## src/rtl/bldc_commutation_controller_assert.svh

```systemverilog
// ----------------------------------------------------------------------------
// BLDC commutation controller assertion macros
// Shared property wrappers that are clocked on clk and disabled during reset.
// ----------------------------------------------------------------------------
`ifndef BLDC_COMMUTATION_CONTROLLER_ASSERT_SVH
`define BLDC_COMMUTATION_CONTROLLER_ASSERT_SVH

// The consequent must hold in the same cycle as the antecedent.
`define BCC_ASSERT_IMPL(label, ante, cons, msg) \
    label: assert property (@(posedge clk) disable iff (!rst_n) (ante) |-> (cons)) \
        else $error(msg);

// The consequent must hold in the cycle after the antecedent.
`define BCC_ASSERT_NEXT(label, ante, cons, msg) \
    label: assert property (@(posedge clk) disable iff (!rst_n) (ante) |=> (cons)) \
        else $error(msg);

`endif

```

## src/rtl/bcc_pkg.sv

```systemverilog
// ----------------------------------------------------------------------------
// BLDC commutation controller package
// Beat types, register block type, event and fault codes, commutation table.
// ----------------------------------------------------------------------------
`default_nettype none

package bcc_pkg;

    localparam int TABLE_ENTRIES = 8;
    localparam int TABLE_IDX_W   = $clog2(TABLE_ENTRIES);

    // Command ticks granted by each valid speed command.
    localparam logic [2:0] WATCHDOG_TICKS = 3'd4;

    // Command byte codes.
    localparam logic [7:0] CMD_STOP     = 8'd101;
    localparam logic [7:0] CMD_LIMIT    = 8'd102;
    localparam logic [7:0] CMD_FULL     = 8'd100;

    localparam logic [15:0] EDGE_COUNT_MAX = 16'hFFFF;
    localparam logic [7:0]  DUTY_MAX       = 8'hFF;

    localparam int CFG_INDEX_W = 2;
    localparam int CFG_DATA_W  = 16;

    localparam logic [CFG_INDEX_W-1:0] CFG_CURRENT_LIMIT       = 2'd0;
    localparam logic [CFG_INDEX_W-1:0] CFG_START_SPEED_MIN     = 2'd1;
    localparam logic [CFG_INDEX_W-1:0] CFG_CLOSED_LOOP_EDGE_MIN = 2'd2;
    localparam logic [CFG_INDEX_W-1:0] CFG_RAMP_INCREMENT      = 2'd3;

    typedef enum logic [1:0] {
        OP_EDGE    = 2'd0,
        OP_SAMPLE  = 2'd1,
        OP_TICK    = 2'd2,
        OP_COMMAND = 2'd3
    } op_t;

    typedef enum logic [1:0] {
        FAULT_NONE        = 2'd0,
        FAULT_OVERCURRENT = 2'd1,
        FAULT_NO_COMMAND  = 2'd2
    } fault_t;

    typedef struct packed {
        op_t         operation;
        logic [2:0]  hall_code;
        logic [9:0]  current_sample;
        logic [7:0]  command_byte;
    } in_beat_t;

    typedef struct packed {
        logic [7:0]  duty;
        logic [15:0] drive_pattern;
        logic [1:0]  drive_fault;
    } out_beat_t;

    typedef struct packed {
        logic [9:0]  current_limit;
        logic [7:0]  start_speed_min;
        logic [15:0] closed_loop_edge_min;
        logic [7:0]  ramp_increment;
    } cfg_t;

    // Six-step phase override patterns; the two invalid sensor codes drive nothing.
    function automatic logic [15:0] comm_pattern(input logic [TABLE_IDX_W-1:0] idx);
        logic [15:0] pat;
        case (idx)
            3'd0:    pat = 16'h0000;
            3'd1:    pat = 16'h0210;
            3'd2:    pat = 16'h2004;
            3'd3:    pat = 16'h0204;
            3'd4:    pat = 16'h0801;
            3'd5:    pat = 16'h0810;
            3'd6:    pat = 16'h2001;
            3'd7:    pat = 16'h0000;
            default: pat = 16'h0000;
        endcase
        return pat;
    endfunction

endpackage

`default_nettype wire

```

## src/rtl/bldc_commutation_controller.sv

```systemverilog
// ----------------------------------------------------------------------------
// BLDC commutation controller
// Six-step brushless motor controller driven by sensor, current, tick and
// command events, with one result beat per event.
// ----------------------------------------------------------------------------
// Usage:
// Events arrive as beats on the item channel (item_valid / item_ready).
// Each beat carries an operation code and the fields that operation uses.
// Every accepted beat yields exactly one result beat on the result channel
// (result_valid / result_ready) holding duty, drive pattern and fault code.
// The four control registers are written through the cfg channel, which is
// always ready; they are meant to be written only while no beat is in flight.
// A beat accepted into the input register passes through the core update into
// the result register and is presented on the result channel from there.
// Throughput is one beat per cycle while the receiver takes results, set by
// the state update between the input register and the result register.
// When the receiver stalls, the result register holds its beat and the input
// register can still take one more beat; after that item_ready drops until
// the result is taken.
// Reset (rst_n low, asynchronous) empties both registers, clears all motor
// state to open loop with zero duty and no fault, and loads the register
// defaults: current limit 1023, ramp increment 1, the other two zero.
// ----------------------------------------------------------------------------
`default_nettype none

module bldc_commutation_controller (
    input  wire logic                            clk,
    input  wire logic                            rst_n,
    input  wire logic                            item_valid,
    output      logic                            item_ready,
    input  wire bcc_pkg::in_beat_t               item,
    output      logic                            result_valid,
    input  wire logic                            result_ready,
    output bcc_pkg::out_beat_t                   result,
    input  wire logic                            cfg_valid,
    output      logic                            cfg_ready,
    input  wire logic [bcc_pkg::CFG_INDEX_W-1:0] cfg_index,
    input  wire logic [bcc_pkg::CFG_DATA_W-1:0]  cfg_data
);
    import bcc_pkg::*;

    // Input register.
    logic      s1_valid_reg, s1_valid_next;
    in_beat_t  s1_beat_reg;
    // Result register.
    logic      out_valid_reg, out_valid_next;
    out_beat_t out_beat_reg;

    logic      item_fire;
    logic      s1_fire;
    cfg_t      cfg;
    out_beat_t core_result;

    // The input register advances whenever the result register is free or
    // being emptied in the same cycle.
    assign s1_fire    = s1_valid_reg && (!out_valid_reg || result_ready);
    assign item_ready = !s1_valid_reg || s1_fire;
    assign item_fire  = item_valid && item_ready;
    assign cfg_ready  = 1'b1;

    always_comb
    begin
        s1_valid_next = s1_valid_reg;
        if (item_fire)
        begin
            s1_valid_next = 1'b1;
        end
        else if (s1_fire)
        begin
            s1_valid_next = 1'b0;
        end

        out_valid_next = out_valid_reg;
        if (s1_fire)
        begin
            out_valid_next = 1'b1;
        end
        else if (result_ready)
        begin
            out_valid_next = 1'b0;
        end
    end

    always_ff @(posedge clk or negedge rst_n)
    begin
        if (!rst_n)
        begin
            s1_valid_reg  <= 1'b0;
            out_valid_reg <= 1'b0;
        end
        else
        begin
            s1_valid_reg  <= s1_valid_next;
            out_valid_reg <= out_valid_next;
        end
    end

    // Payload registers carry no reset.
    always_ff @(posedge clk)
    begin
        if (item_fire)
        begin
            s1_beat_reg <= item;
        end
        if (s1_fire)
        begin
            out_beat_reg <= core_result;
        end
    end

    bcc_cfg_regs u_cfg_regs (
        .clk      (clk),
        .rst_n    (rst_n),
        .wr_en    (cfg_valid && cfg_ready),
        .wr_index (cfg_index),
        .wr_data  (cfg_data),
        .cfg      (cfg)
    );

    bcc_core u_core (
        .clk    (clk),
        .rst_n  (rst_n),
        .fire   (s1_fire),
        .beat   (s1_beat_reg),
        .cfg    (cfg),
        .result (core_result)
    );

    assign result_valid = out_valid_reg;
    assign result       = out_beat_reg;

endmodule

`default_nettype wire

```

## src/rtl/bcc_cfg_regs.sv

```systemverilog
// ----------------------------------------------------------------------------
// BLDC commutation controller configuration registers
// Holds the four control registers written through the configuration channel.
// ----------------------------------------------------------------------------
`default_nettype none

module bcc_cfg_regs (
    input  wire logic                           clk,
    input  wire logic                           rst_n,
    input  wire logic                           wr_en,
    input  wire logic [bcc_pkg::CFG_INDEX_W-1:0] wr_index,
    input  wire logic [bcc_pkg::CFG_DATA_W-1:0]  wr_data,
    output bcc_pkg::cfg_t                       cfg
);
    import bcc_pkg::*;

    cfg_t cfg_reg;
    cfg_t cfg_next;

    always_comb
    begin
        cfg_next = cfg_reg;
        if (wr_en)
        begin
            case (wr_index)
                CFG_CURRENT_LIMIT:        cfg_next.current_limit        = wr_data[9:0];
                CFG_START_SPEED_MIN:      cfg_next.start_speed_min      = wr_data[7:0];
                CFG_CLOSED_LOOP_EDGE_MIN: cfg_next.closed_loop_edge_min = wr_data;
                CFG_RAMP_INCREMENT:       cfg_next.ramp_increment       = wr_data[7:0];
                default:                  cfg_next = cfg_reg;
            endcase
        end
    end

    always_ff @(posedge clk or negedge rst_n)
    begin
        if (!rst_n)
        begin
            cfg_reg.current_limit        <= 10'd1023;
            cfg_reg.start_speed_min      <= 8'd0;
            cfg_reg.closed_loop_edge_min <= 16'd0;
            cfg_reg.ramp_increment       <= 8'd1;
        end
        else
        begin
            cfg_reg <= cfg_next;
        end
    end

    assign cfg = cfg_reg;

endmodule

`default_nettype wire

```

## src/rtl/bcc_core.sv

```systemverilog
// ----------------------------------------------------------------------------
// BLDC commutation controller core
// Motor state registers and the combinational event update logic.
// ----------------------------------------------------------------------------
`default_nettype none
`include "bldc_commutation_controller_assert.svh"

module bcc_core (
    input  wire logic              clk,
    input  wire logic              rst_n,
    input  wire logic              fire,
    input  wire bcc_pkg::in_beat_t beat,
    input  wire bcc_pkg::cfg_t     cfg,
    output bcc_pkg::out_beat_t     result
);
    import bcc_pkg::*;

    logic [7:0]             duty_level_reg,     duty_level_next;
    logic [15:0]            pattern_word_reg,   pattern_word_next;
    logic [7:0]             speed_command_reg,  speed_command_next;
    logic [2:0]             watchdog_count_reg, watchdog_count_next;
    logic [TABLE_IDX_W-1:0] ramp_index_reg,     ramp_index_next;
    logic [15:0]            edge_count_reg,     edge_count_next;
    logic [9:0]             latest_current_reg, latest_current_next;
    logic                   closed_loop_reg,    closed_loop_next;
    fault_t                 fault_code_reg,     fault_code_next;

    logic [8:0] ramp_sum;
    logic [7:0] ramp_duty;

    assign ramp_sum  = {1'b0, duty_level_reg} + {1'b0, cfg.ramp_increment};
    assign ramp_duty = ramp_sum[8] ? DUTY_MAX : ramp_sum[7:0];

    always_comb
    begin
        duty_level_next     = duty_level_reg;
        pattern_word_next   = pattern_word_reg;
        speed_command_next  = speed_command_reg;
        watchdog_count_next = watchdog_count_reg;
        ramp_index_next     = ramp_index_reg;
        edge_count_next     = edge_count_reg;
        latest_current_next = latest_current_reg;
        closed_loop_next    = closed_loop_reg;
        fault_code_next     = fault_code_reg;

        case (beat.operation)
            OP_EDGE:
            begin
                if (closed_loop_reg)
                begin
                    pattern_word_next = comm_pattern(beat.hall_code);
                end
                if (edge_count_reg != EDGE_COUNT_MAX)
                begin
                    edge_count_next = edge_count_reg + 16'd1;
                end
            end
            OP_SAMPLE:
            begin
                latest_current_next = beat.current_sample;
            end
            OP_TICK:
            begin
                if (latest_current_reg > cfg.current_limit)
                begin
                    duty_level_next = '0;
                    fault_code_next = FAULT_OVERCURRENT;
                end
                else if (watchdog_count_reg != 3'd0)
                begin
                    duty_level_next = '0;
                    if (speed_command_reg > cfg.start_speed_min)
                    begin
                        if (edge_count_reg > cfg.closed_loop_edge_min)
                        begin
                            duty_level_next  = speed_command_reg;
                            closed_loop_next = 1'b1;
                        end
                        else
                        begin
                            duty_level_next   = ramp_duty;
                            closed_loop_next  = 1'b0;
                            pattern_word_next = comm_pattern(ramp_index_reg);
                            ramp_index_next   = ramp_index_reg + TABLE_IDX_W'(1);
                        end
                    end
                    watchdog_count_next = watchdog_count_reg - 3'd1;
                    fault_code_next     = FAULT_NONE;
                end
                else
                begin
                    duty_level_next = '0;
                    fault_code_next = FAULT_NO_COMMAND;
                end
                edge_count_next = '0;
            end
            OP_COMMAND:
            begin
                if ((beat.command_byte != 8'd0) && (beat.command_byte < CMD_LIMIT))
                begin
                    if (beat.command_byte == CMD_STOP)
                    begin
                        speed_command_next = '0;
                    end
                    else
                    begin
                        speed_command_next = (CMD_FULL - beat.command_byte) << 1;
                    end
                    watchdog_count_next = WATCHDOG_TICKS;
                end
            end
            default:
            begin
                duty_level_next = duty_level_reg;
            end
        endcase
    end

    always_ff @(posedge clk or negedge rst_n)
    begin
        if (!rst_n)
        begin
            duty_level_reg     <= '0;
            pattern_word_reg   <= '0;
            speed_command_reg  <= '0;
            watchdog_count_reg <= '0;
            ramp_index_reg     <= '0;
            edge_count_reg     <= '0;
            latest_current_reg <= '0;
            closed_loop_reg    <= 1'b0;
            fault_code_reg     <= FAULT_NONE;
        end
        else if (fire)
        begin
            duty_level_reg     <= duty_level_next;
            pattern_word_reg   <= pattern_word_next;
            speed_command_reg  <= speed_command_next;
            watchdog_count_reg <= watchdog_count_next;
            ramp_index_reg     <= ramp_index_next;
            edge_count_reg     <= edge_count_next;
            latest_current_reg <= latest_current_next;
            closed_loop_reg    <= closed_loop_next;
            fault_code_reg     <= fault_code_next;
        end
    end

    // The result carries the state as it stands after this event.
    assign result.duty          = duty_level_next;
    assign result.drive_pattern = pattern_word_next;
    assign result.drive_fault   = fault_code_next;

    `BCC_ASSERT_NEXT(a_overcurrent_stops,
        fire && beat.operation == OP_TICK && latest_current_reg > cfg.current_limit,
        duty_level_reg == 8'd0 && fault_code_reg == FAULT_OVERCURRENT,
        "overcurrent tick did not stop the motor")
    `BCC_ASSERT_NEXT(a_duty_only_on_tick,
        fire && beat.operation != OP_TICK,
        duty_level_reg == $past(duty_level_reg),
        "duty changed on an event other than a control tick")
    `BCC_ASSERT_NEXT(a_tick_clears_edges,
        fire && beat.operation == OP_TICK,
        edge_count_reg == 16'd0,
        "edge count not cleared by control tick")
    `BCC_ASSERT_IMPL(a_watchdog_bound,
        1'b1,
        watchdog_count_reg <= WATCHDOG_TICKS,
        "watchdog count above its reload value")

endmodule

`default_nettype wire

```

## config.mk

```make
export PLATFORM = sky130hd
export DESIGN_NAME = bldc_commutation_controller
export DESIGN_NICKNAME = d
export VERILOG_FILES = /design/src/rtl/bcc_pkg.sv /design/src/rtl/bldc_commutation_controller.sv /design/src/rtl/bcc_cfg_regs.sv /design/src/rtl/bcc_core.sv
export VERILOG_INCLUDE_DIRS = /design/src /design/src/rtl
export SDC_FILE = /design/constraint.sdc
export NUM_CORES = 1
export LEC_CHECK = 0
export BUFFER_PORTS_ARGS = -buffer_cell sky130_fd_sc_hd__buf_2
export CORE_MARGIN = 2
export CORE_UTILIZATION = 30
export CTS_CLUSTER_SIZE = 12
export DETAILED_ROUTE_END_ITERATION = 7
export SLEW_MARGIN = 20
export SYNTH_ARGS = -nofsm -noshare
export SYNTH_HDL_FRONTEND = slang
export SYNTH_SLANG_ARGS = --single-unit
```

## constraint.sdc

```tcl
create_clock -name clk -period 5.18 [get_ports clk]
set_input_delay 0.518 -clock clk [delete_from_list [all_inputs] [get_ports clk]]
set_output_delay 0.518 -clock clk [all_outputs]
set_load 0.05 [all_outputs]
```

After elaboration in Yosys (flattened, before gate mapping):

Memories as Yosys holds them, arrays and structs flattened. A register that Yosys moved wholly into a read port is not among the register bits.
Cells that the tools add are included.

* register bits after elaboration: 160
* memory bits (read-only): 96
* input bits: 46
* output and inout bits: 29
* word-level logic and storage cells: 100
* memories kept: 2

Memories
* (no name shown): words 8, bits a word 6, read ports 1, clocked after memory_dff 1, wr ports 0, line bcc_pkg.sv:67 `case (idx)`
* (no name shown): words 8, bits a word 6, read ports 1, clocked after memory_dff 0, wr ports 0, line bcc_pkg.sv:67

* add/sub/neg operators: 5
* $lt $le $gt $ge: 4
* equality and inequality tests: 12
* multiplexer cells: 28
* bitwise operators: 2
* reductions and logical operators: 25

Operators by type and width (count)
* 16-bit 2-to-1 mux: 6
* 16-bit one-hot mux with 2 select lines: 2
* 8-bit 2-to-1 mux: 7
* 16-bit by 1-bit adder with 16-bit output, second input constant: 1
* 16-bit greater-than comparator: 1
* 16-bit inequality test, second input constant: 1
* 3-bit 2-to-1 mux: 4
* 10-bit greater-than comparator: 1
* 2-bit AND reduction: 5
* 5-bit AND reduction: 2
* 8-bit by 8-bit adder with 9-bit output: 1
* 2-bit == test, second input constant: 4
* 8-bit by 7-bit == test with 1-bit output, second input constant: 1
* 8-bit greater-than comparator: 1
* 8-bit by 7-bit less-than comparator with 1-bit output, second input constant: 1
* 2-bit nonzero test: 4
* 8-bit nonzero test: 1
* 7-bit subtractor, first input constant: 1
* 2-bit 2-to-1 mux: 3
* 2-bit by 1-bit inequality test with 1-bit output, second input constant: 3
* 3-bit one-hot mux with 2 select lines: 1
* 3-bit AND reduction: 2
* 6-bit AND reduction: 1
* 1-bit 2-to-1 mux: 5
* other kinds (10): 17

Logic depth before layout (Yosys ltp):

Gate-level depths: netlist of run 1.

* word-level depth: 7
* depth in mapped cells: 10
* depth with buffers taken out: 9

Cells and area by module:

From an unflattened synthesis of run 1, not the netlist that was laid out.

* cell total of the unflattened synthesis: 657
* area, all modules: 7888.8 sq um

Modules (own cells, without submodules)
* bcc_core: instances 1, cells an instance 508, area an instance 4650.7 sq um
* bcc_cfg_regs: instances 1, cells an instance 90, area an instance 1651.6 sq um
* bldc_commutation_controller: instances 1, cells an instance 59, area an instance 1586.5 sq um

Least setup slack after synthesis of run 1:

Ideal clock, no wire load.

* path kind: register -> register
* start: register u_cfg_regs.cfg_reg (netlist bit u_cfg_regs.cfg[37])
* end: register out_beat_reg (netlist bit result[15]), data pin
* setup time: 0.256 ns
* arrival: 2.309 ns
* slack: 2.614 ns
* stages on the path, launching flop included: 11
* period minus slack after synthesis: 2.566 ns
* cells stage by stage: dfstp_2 > inv_1 > ha_1 > a21oi_1 > o21ai_1 > a2111oi_0 > a31o_2 > o211ai_2 > buf_6 > o31a_1 > o22a_1

RTL lines
* start: declaration: line bcc_cfg_regs.sv:17 `cfg_t cfg_reg;`
* start signal: assignment: line bcc_cfg_regs.sv:46 `cfg_reg <= cfg_next;`
* end signal: assignment: line bldc_commutation_controller.sv:107 `out_beat_reg <= core_result;`
* end: declaration: line bldc_commutation_controller.sv:47 `out_beat_t out_beat_reg;`

==> results of run 1 <==
==> cells in the final DEF, fill, tap and decap left out, drive strengths merged, types with 8 or more instances in the layout <==
cell,netlist,routed
dfstp,11,11
mux2,45,45
ha,49,49
a21oi,23,23
a211oi,10,10
nand4,8,8
nand2b,14,14
inv,50,60
nor2,42,42
edfxtp,49,49
o31ai,22,22
buf,3,76
and2,20,20
clkbuf,12,17
nand3,15,15
o21ai,44,44
xnor2,12,12
nand3b,9,9
dfrtp,99,99
nand2,68,68
nor3,10,10
==> per-stage QoR <==
step / cells / hold WS (ns) / area, um^2 / worst slack (ns) / utilization (%)
floorplan: 695 / 0.222 / 7970 / 2.61 / -
global placement: 1091 / 0.461 / 8710 / 1.89 / 33.4
detailed placement: 1091 / 0.462 / 8710 / 1.87 / 33.4
CTS: 1123 / 0.237 / 9290 / 1.87 / 35.7
global route: 1123 / 0.233 / 9290 / 1.71 / 35.7
finish: 1123 / 0.206 / 9290 / 1.89 / 35.7
==> final cells by class <==
class,instances,area (um^2),area share [%]
flip-flops and latches,165,4360,46.9
clock buffers,17,425,4.58
multi-input cells,465,3350,36.1
repair buffers,76,390,4.20
well taps,335,419,4.51
clock inverters,15,156,1.68
inverters,50,188,2.02
==> metal layers <==
layer / up-vias / global-route usage, % / routed length [um]
li1: 2655 / - / -
met1: 2532 / 16.3 / 7840
met2: 81 / 20.2 / 7810
met3: 20 / 2.54 / 537
met4: 0 / 4.84 / 333
met5: - / 0 / 0
==> final timing paths <==
path                                                         startpoint                                  endpoint  slack (ns)  cells past startpoint
worst max register to register    u_core.edge_count_reg[10]$_DFFE_PN0P_                       result[2]$_DFFE_PP_        1.89                      7
worst min register to register  u_core.pattern_word_reg[14]$_DFFE_PN0P_   u_core.pattern_word_reg[14]$_DFFE_PN0P_        0.48                      1
max in group asynchronous                                         rst_n             u_cfg_regs.cfg[0]$_DFFE_PN1P_        3.86                      2
min in group clk                                               item[17]                 s1_beat_reg[17]$_DFFE_PP_        0.26                      1
worst min-delay path                                              rst_n  u_core.latest_current_reg[6]$_DFFE_PN0P_        0.21                      1
worst max-delay path              u_core.edge_count_reg[10]$_DFFE_PN0P_                       result[2]$_DFFE_PP_        1.89                      7
==> report_power, final <==
| part | total [mW] | leakage (nW) | switching [mW] | internal, mW |
|---|---|---|---|---|
| combinational | 0.931 | 1.88 | 0.558 | 0.372 |
| sequential | 1.71 | 1.89 | 0.142 | 1.57 |
| clock | 1.24 | 0.286 | 0.599 | 0.645 |
| total | 3.89 | 4.05 | 1.30 | 2.59 |
==> kinds of logic after synthesis <==
kind of cell	count (synthesis)
muxes	51
other	1
buffers and inverters	65
xor gates and xnor gates	19
DFF	165
adders and majority gates	50
AOI/OAI and AO/OA	139
and+or+nand+nor	205
==> metrics.yaml, run 1 <==
fillers: 2583
antennaDiodeCount: 0
globalRouteTotalUtil_pct: 12.4
worst-slew-pin-transition_ns: 0.990
fin_skew_ns: 0.0107
synth_area_per_cell_um2: 11.5
h-tree-depth: 4
cts_sinks: 165
number_of_antenna_violations_at_the_first_check_in_global_routing: 0
cp_top_delay_family: "compound AO/OA/AOI/OAI gates"
worstPathBufferInverterCount: 0
synth-edff-count: 49
ys_ff_latch: 165
drt-initial-drc-count: 312
synth-xor-area-share_pct: 2.09
worstSetupStartpointType: "flop"
grt_overflow: 0
worst_setup_path_end_kind: "flop"
timing.final.crit_period_ns: 3.29
syn_area_um2: 7970
routed-via-count: 5288
yosys.area_share.adder_pct: 7.95
post_cts_hold_buffer_count: 0
worst_ir_drop_vdd_mv: 0.180
worst_skew_pair.late_latency_ns: 0.43
core.rowCount: 59
synth_commonest_cells: "dfrtp_1 (99), nand2_1 (68), edfxtp_1 (49), ha_1 (49), inv_1 (47)"
synth_area_in_compound_gates_pct: 12.1
post_cts_buffers: 0
synth_top_family_by_area: "simple AND/OR/NAND/NOR gates"
final_worst_path_cycle_share_pct: 63.6
ys_warn_count: 0
cts_inserted_buffers: 17
drive_above_1_share_pct: 22.2
grt_pass1_wl_um: 27400
residual_antenna_violating_net_count_after_detailed_routing: 0
design.final.nets: 871
clk_root_buffer_cell: "clkbuf_16"
fmaxAchievable_mhz: 304
grt_setup_unrepaired: "false"
fin_total_pwr_mw: 3.89
initial_core_util_pct: 30.6
crit_required_ns: 5.37
cp.arrival_ns: 3.48
hold_class: "input port to async pin"
vias_per_cell: 4.71
path_class: "flop to flop"
place.detailed.hpwl_um: 11900
critical_path_cell_by_cell: "ha_1 > nand4_1 > or4_4 > o221a_4 > o211ai_2 > a21oi_1 > o221a_1"
power.density_cell_area_nw_per_um2: 419
largest_register_ff_count: 42
die_h_um: 167
post_drt_wl_per_cell_um: 14.7
synthArstFlopShare_pct: 66.7
synth_area_leader_cell: "dfrtp_1"
gp_routability_congestion: 0.790
io_buffers: 73
first_pass_iters: 4
relSlewSlack_pct: 33.9
post_cts.resized_instances: 0
timing.final.hold_violations: 0
pin_count_of_the_biggest_net_entering_global_routing: 71
cell_count_after_synthesis: 695
timing.critical_path.fanout_max: 20
synth_simple_gate_area_share_pct: 12.8
clock_tree.buffer_depth: 2
status: "completed"
maxSlewViolCount: 0
syn_nets: 791
synth_most_common_cell: "dfrtp_1"
grt_pass1_vias: 5479
dieArea_um2: 27900
max_stage_delay_ns: 0.79
area_growth_pct: 16.6
cts_tree: "built"
maxCapViolations: 0
critical_path_s_slowest_cell: "o211ai_2"
finalWirelength_um: 16500
post-route-drc-count: 0
power.static_leakage_nw: 4.05
synth-main-ff-cell: "dfrtp_1"
floorplan.core_area_um2: 26100
ys_seq_area_share_pct: 54.7
synth.area.top_cells: "dfrtp_1 (31%), edfxtp_1 (18%), ha_1 (7.7%), mux2_2 (6.1%), dfstp_2 (3.6%)"
post_synthesis_mux_area_share_pct: 7.11
io_pins: 75
die_w_um: 167
totalNegativeSetupSlack_ns: 0
synth_largest_type_area_fraction_pct: 31.1
finalSetupViolCount: 0
worst_setup_hold_path_clk_slew_ns: 0.07
yosysUniqueCellTypes: 63
Power figures use the tool's default switching activity.
==> run 2: changes to the inputs <==
Settings changed: ABC_AREA set to 1.
Clock period 5.18 ns to 3.3 ns, I/O delays scaled along.
==> run 2 against run 1 <==
Net effect:
- final cell count is 16% higher
- clock-buffer cell count stayed put
- cell area is 2.5% higher
- critical path depth is 1 higher
- maximum frequency is 26% higher
- combinational power is 110% higher
- register-to-register slack worse by 1.2 ns
- critical endpoint is now result[22]$_DFFE_PP_
- largest power group unchanged
==> metrics.yaml, run 2 <==
number_of_antenna_violations_at_the_first_check_in_global_routing: 0  # unchanged
largest_register_ff_count: 42  # unchanged
cts_tree: "built"
synth_area_leader_cell: "dfrtp_1"
maxSlewViolCount: 0  # unchanged
worst_skew_pair.late_latency_ns: 0.43  # about the same
cp_top_delay_family: "compound AO/OA/AOI/OAI gates"
synth_largest_type_area_fraction_pct: 30.3  # -0.79 points
area_growth_pct: 16.5  # about the same
worst_setup_path_end_kind: "flop"
clock_tree.buffer_depth: 2  # unchanged
final_cell_mix: "nand2_1 (174), inv_1 (122), dfrtp_1 (99)"
fillers: 2756  # +6.7%
critical_path_s_slowest_cell: "a21oi_1"
antennaDiodeCount: 0  # unchanged
io_pins: 75  # unchanged
synth-edff-count: 49  # unchanged
die_h_um: 169  # +1.3%
grt_overflow: 0  # unchanged
design.final.nets: 1049  # +20%
synth.area.top_cells: "dfrtp_1 (30%), edfxtp_1 (18%), nand2_1 (8.0%), ha_1 (7.5%), inv_1 (5.6%)"
relSlewSlack_pct: 37.3  # +3.4 points
hold_class: "input port to flop"
drive_above_1_share_pct: 18.0  # -4.2 points
grt_pass1_wl_um: 30500  # +11%
cts_inserted_buffers: 17  # unchanged
synthArstFlopShare_pct: 66.7  # unchanged
crit_required_ns: 3.45  # -1.92 ns
path_class: "flop to flop"
combinationalPowerShare_pct: 28.8  # +4.9 points
ys_seq_area_share_pct: 53.3  # -1.4 points
floorplan.core_area_um2: 26900  # +3.1%
post_cts.resized_instances: 0  # unchanged
power.static_leakage_nw: 4.50  # +11%
syn_area_um2: 8170  # +2.6%
drt-initial-drc-count: 415  # +33%
synth_area_per_cell_um2: 9.33  # -19%
power.internal_mw: 4.39  # +69%
timing.critical_path.fanout_max: 8  # -60%
synth_commonest_cells: "nand2_1 (174), inv_1 (122), dfrtp_1 (99), o21ai_0 (69), nor2_1 (54)"
worst-slew-pin-transition_ns: 0.939  # -0.0507 ns
clkPwrFrac_pct: 29.2  # -2.8 points
worstPathBufferInverterCount: 0  # unchanged
pin_count_of_the_biggest_net_entering_global_routing: 71  # unchanged
initial_core_util_pct: 30.4  # -0.16 points
timing.critical_path.mode_cell: "nand3_1"
core.rowCount: 60  # +1.7%
ys_warn_count: 0  # unchanged
status: "completed"
place.detailed.hpwl_um: 13200  # +10%
grt_pass1_vias: 5882  # +7.4%
first_pass_iters: 4  # unchanged
timing.final.crit_period_ns: 2.61  # -0.685 ns
dieArea_um2: 28600  # +2.5%
clk_root_buffer_cell: "clkbuf_16"
p_sw_mw: 2.56  # +97%
gp_routability_congestion: 0.852  # +7.9%
globalRouteTotalUtil_pct: 13.6  # +1.1 points
yosysUniqueCellTypes: 48  # -24%
synth-main-ff-cell: "dfrtp_1"
residual_antenna_violating_net_count_after_detailed_routing: 0  # unchanged
post-route-drc-count: 0  # unchanged
worstSetupStartpointType: "flop"
vias_per_cell: 4.55  # -3.4%
final_common_cell: "nand2_1"
power.density_cell_area_nw_per_um2: 729  # +74%
ys_ff_latch: 165  # unchanged
routed-via-count: 5945  # +12%
final_worst_path_cycle_share_pct: 79.0  # +15 points
finalWirelength_um: 18100  # +9.8%
max_stage_delay_ns: 0.61  # -0.18 ns
finalSetupViolCount: 0  # unchanged
cell_count_after_synthesis: 876  # +26%
h-tree-depth: 4  # unchanged
critical_path_cell_by_cell: "ha_1 > fa_1 > nand3_1 > nand3_1 > a21oi_1 > nand3_1 > o211ai_1 > o21ai_0"
grt_setup_unrepaired: "false"
cts_sinks: 165  # unchanged
fmaxAchievable_mhz: 383  # +26%
maxCapViolations: 0  # unchanged
timing.final.hold_violations: 0  # unchanged
fin_skew_ns: 0.0100  # -0.000720 ns
power.share.switching_pct: 36.8  # +3.4 points
worst_ir_drop_vdd_mv: 0.307  # +71%
post_drt_wl_per_cell_um: 13.9  # -5.7%
die_w_um: 169  # +1.3%
totalNegativeSetupSlack_ns: 0  # unchanged
io_buffers: 73  # unchanged
synth_most_common_cell: "nand2_1"
sequentialPowerShare_pct: 42.0  # -2.1 points
syn_nets: 972  # +23%
cp.arrival_ns: 2.76  # -0.72 ns
worst_setup_hold_path_clk_slew_ns: 0.07  # about the same
fin_total_pwr_mw: 6.95  # +79%
-- run 2: worst paths after layout --
path | from | to | slack, ns | cells after the start
max | u_core.duty_level_reg[0]$_DFFE_PN0P_ | result[22]$_DFFE_PP_ | 0.69 | 8
min | item[14] | s1_beat_reg[14]$_DFFE_PP_ | 0.07 | 1
max reg2reg | u_core.duty_level_reg[0]$_DFFE_PN0P_ | result[22]$_DFFE_PP_ | 0.69 | 8
min reg2reg | s1_beat_reg[13]$_DFFE_PP_ | u_core.latest_current_reg[5]$_DFFE_PN0P_ | 0.47 | 1
max in group asynchronous | rst_n | u_cfg_regs.cfg[0]$_DFFE_PN1P_ | 1.94 | 4
min in group asynchronous | rst_n | u_cfg_regs.cfg[22]$_DFFE_PN0P_ | 0.43 | 2
-- run 2: power groups by stage --
stage	clock network (mW)	logic (mW)	registers (mW)
final	2.03	2.00	2.92
after global routing	2.18	2.30	2.98
after CTS	2.08	2.02	2.92
after detailed placement	0	2.01	2.96
after global placement	0	1.97	2.95
after floorplan	0	1.33	3.11
-- run 2: area by class of cell --
cell class | instances | area [um^2] | share of cell area [%]
well taps | 341 | 427 | 4.48
clock inverters | 15 | 180 | 1.89
multi-input cells | 556 | 3190 | 33.5
repair buffers | 80 | 448 | 4.70
clock buffers | 17 | 425 | 4.47
inverters | 133 | 499 | 5.24
flip-flops and latches | 165 | 4360 | 45.8
-- run 2: kinds of logic after synthesis --
kind of cell             count (synthesis)  synth area share (%)
flip-flops                             165                  53.3
multiplexers                             9                  1.24
adder cells (fa/ha/maj)                 50                  7.75
buffers and inverters                  155                  7.68
AND/OR/NAND/NOR                        325                  18.3
other                                    1                0.0459
XOR/XNOR                                11                  1.18
AO/OA/AOI/OAI                          160                  10.5
-- run 2: metrics by stage --
stage	hold WS, ns	area (um^2)	utilization, %	cells	setup slack [ns]
after floorplan	0.0344	8170	-	876	0.764
after global placement	0.458	8890	33.1	1273	0.734
after detailed placement	0.456	8890	33.1	1273	0.748
after CTS	0.0518	9500	35.3	1305	0.733
after global routing	0.0381	9530	35.4	1307	0.536
final	0.0710	9530	35.4	1307	0.691
-- run 2: per-layer routing --
metal | global-route usage [%] | share of wire [%]
met1 | 18.3 | 48
met2 | 22.3 | 47
met3 | 3.04 | 3.9
met4 | 3.31 | 1.3
met5 | 0 | 0
-- run 2: what timing repair did --
action | 4_1_cts | 5_1_grt
setup endpoints to repair | 0 | 0
hold endpoints to repair | 0 | 33
setup buffers | 0 | 0
hold buffers | 0 | 1
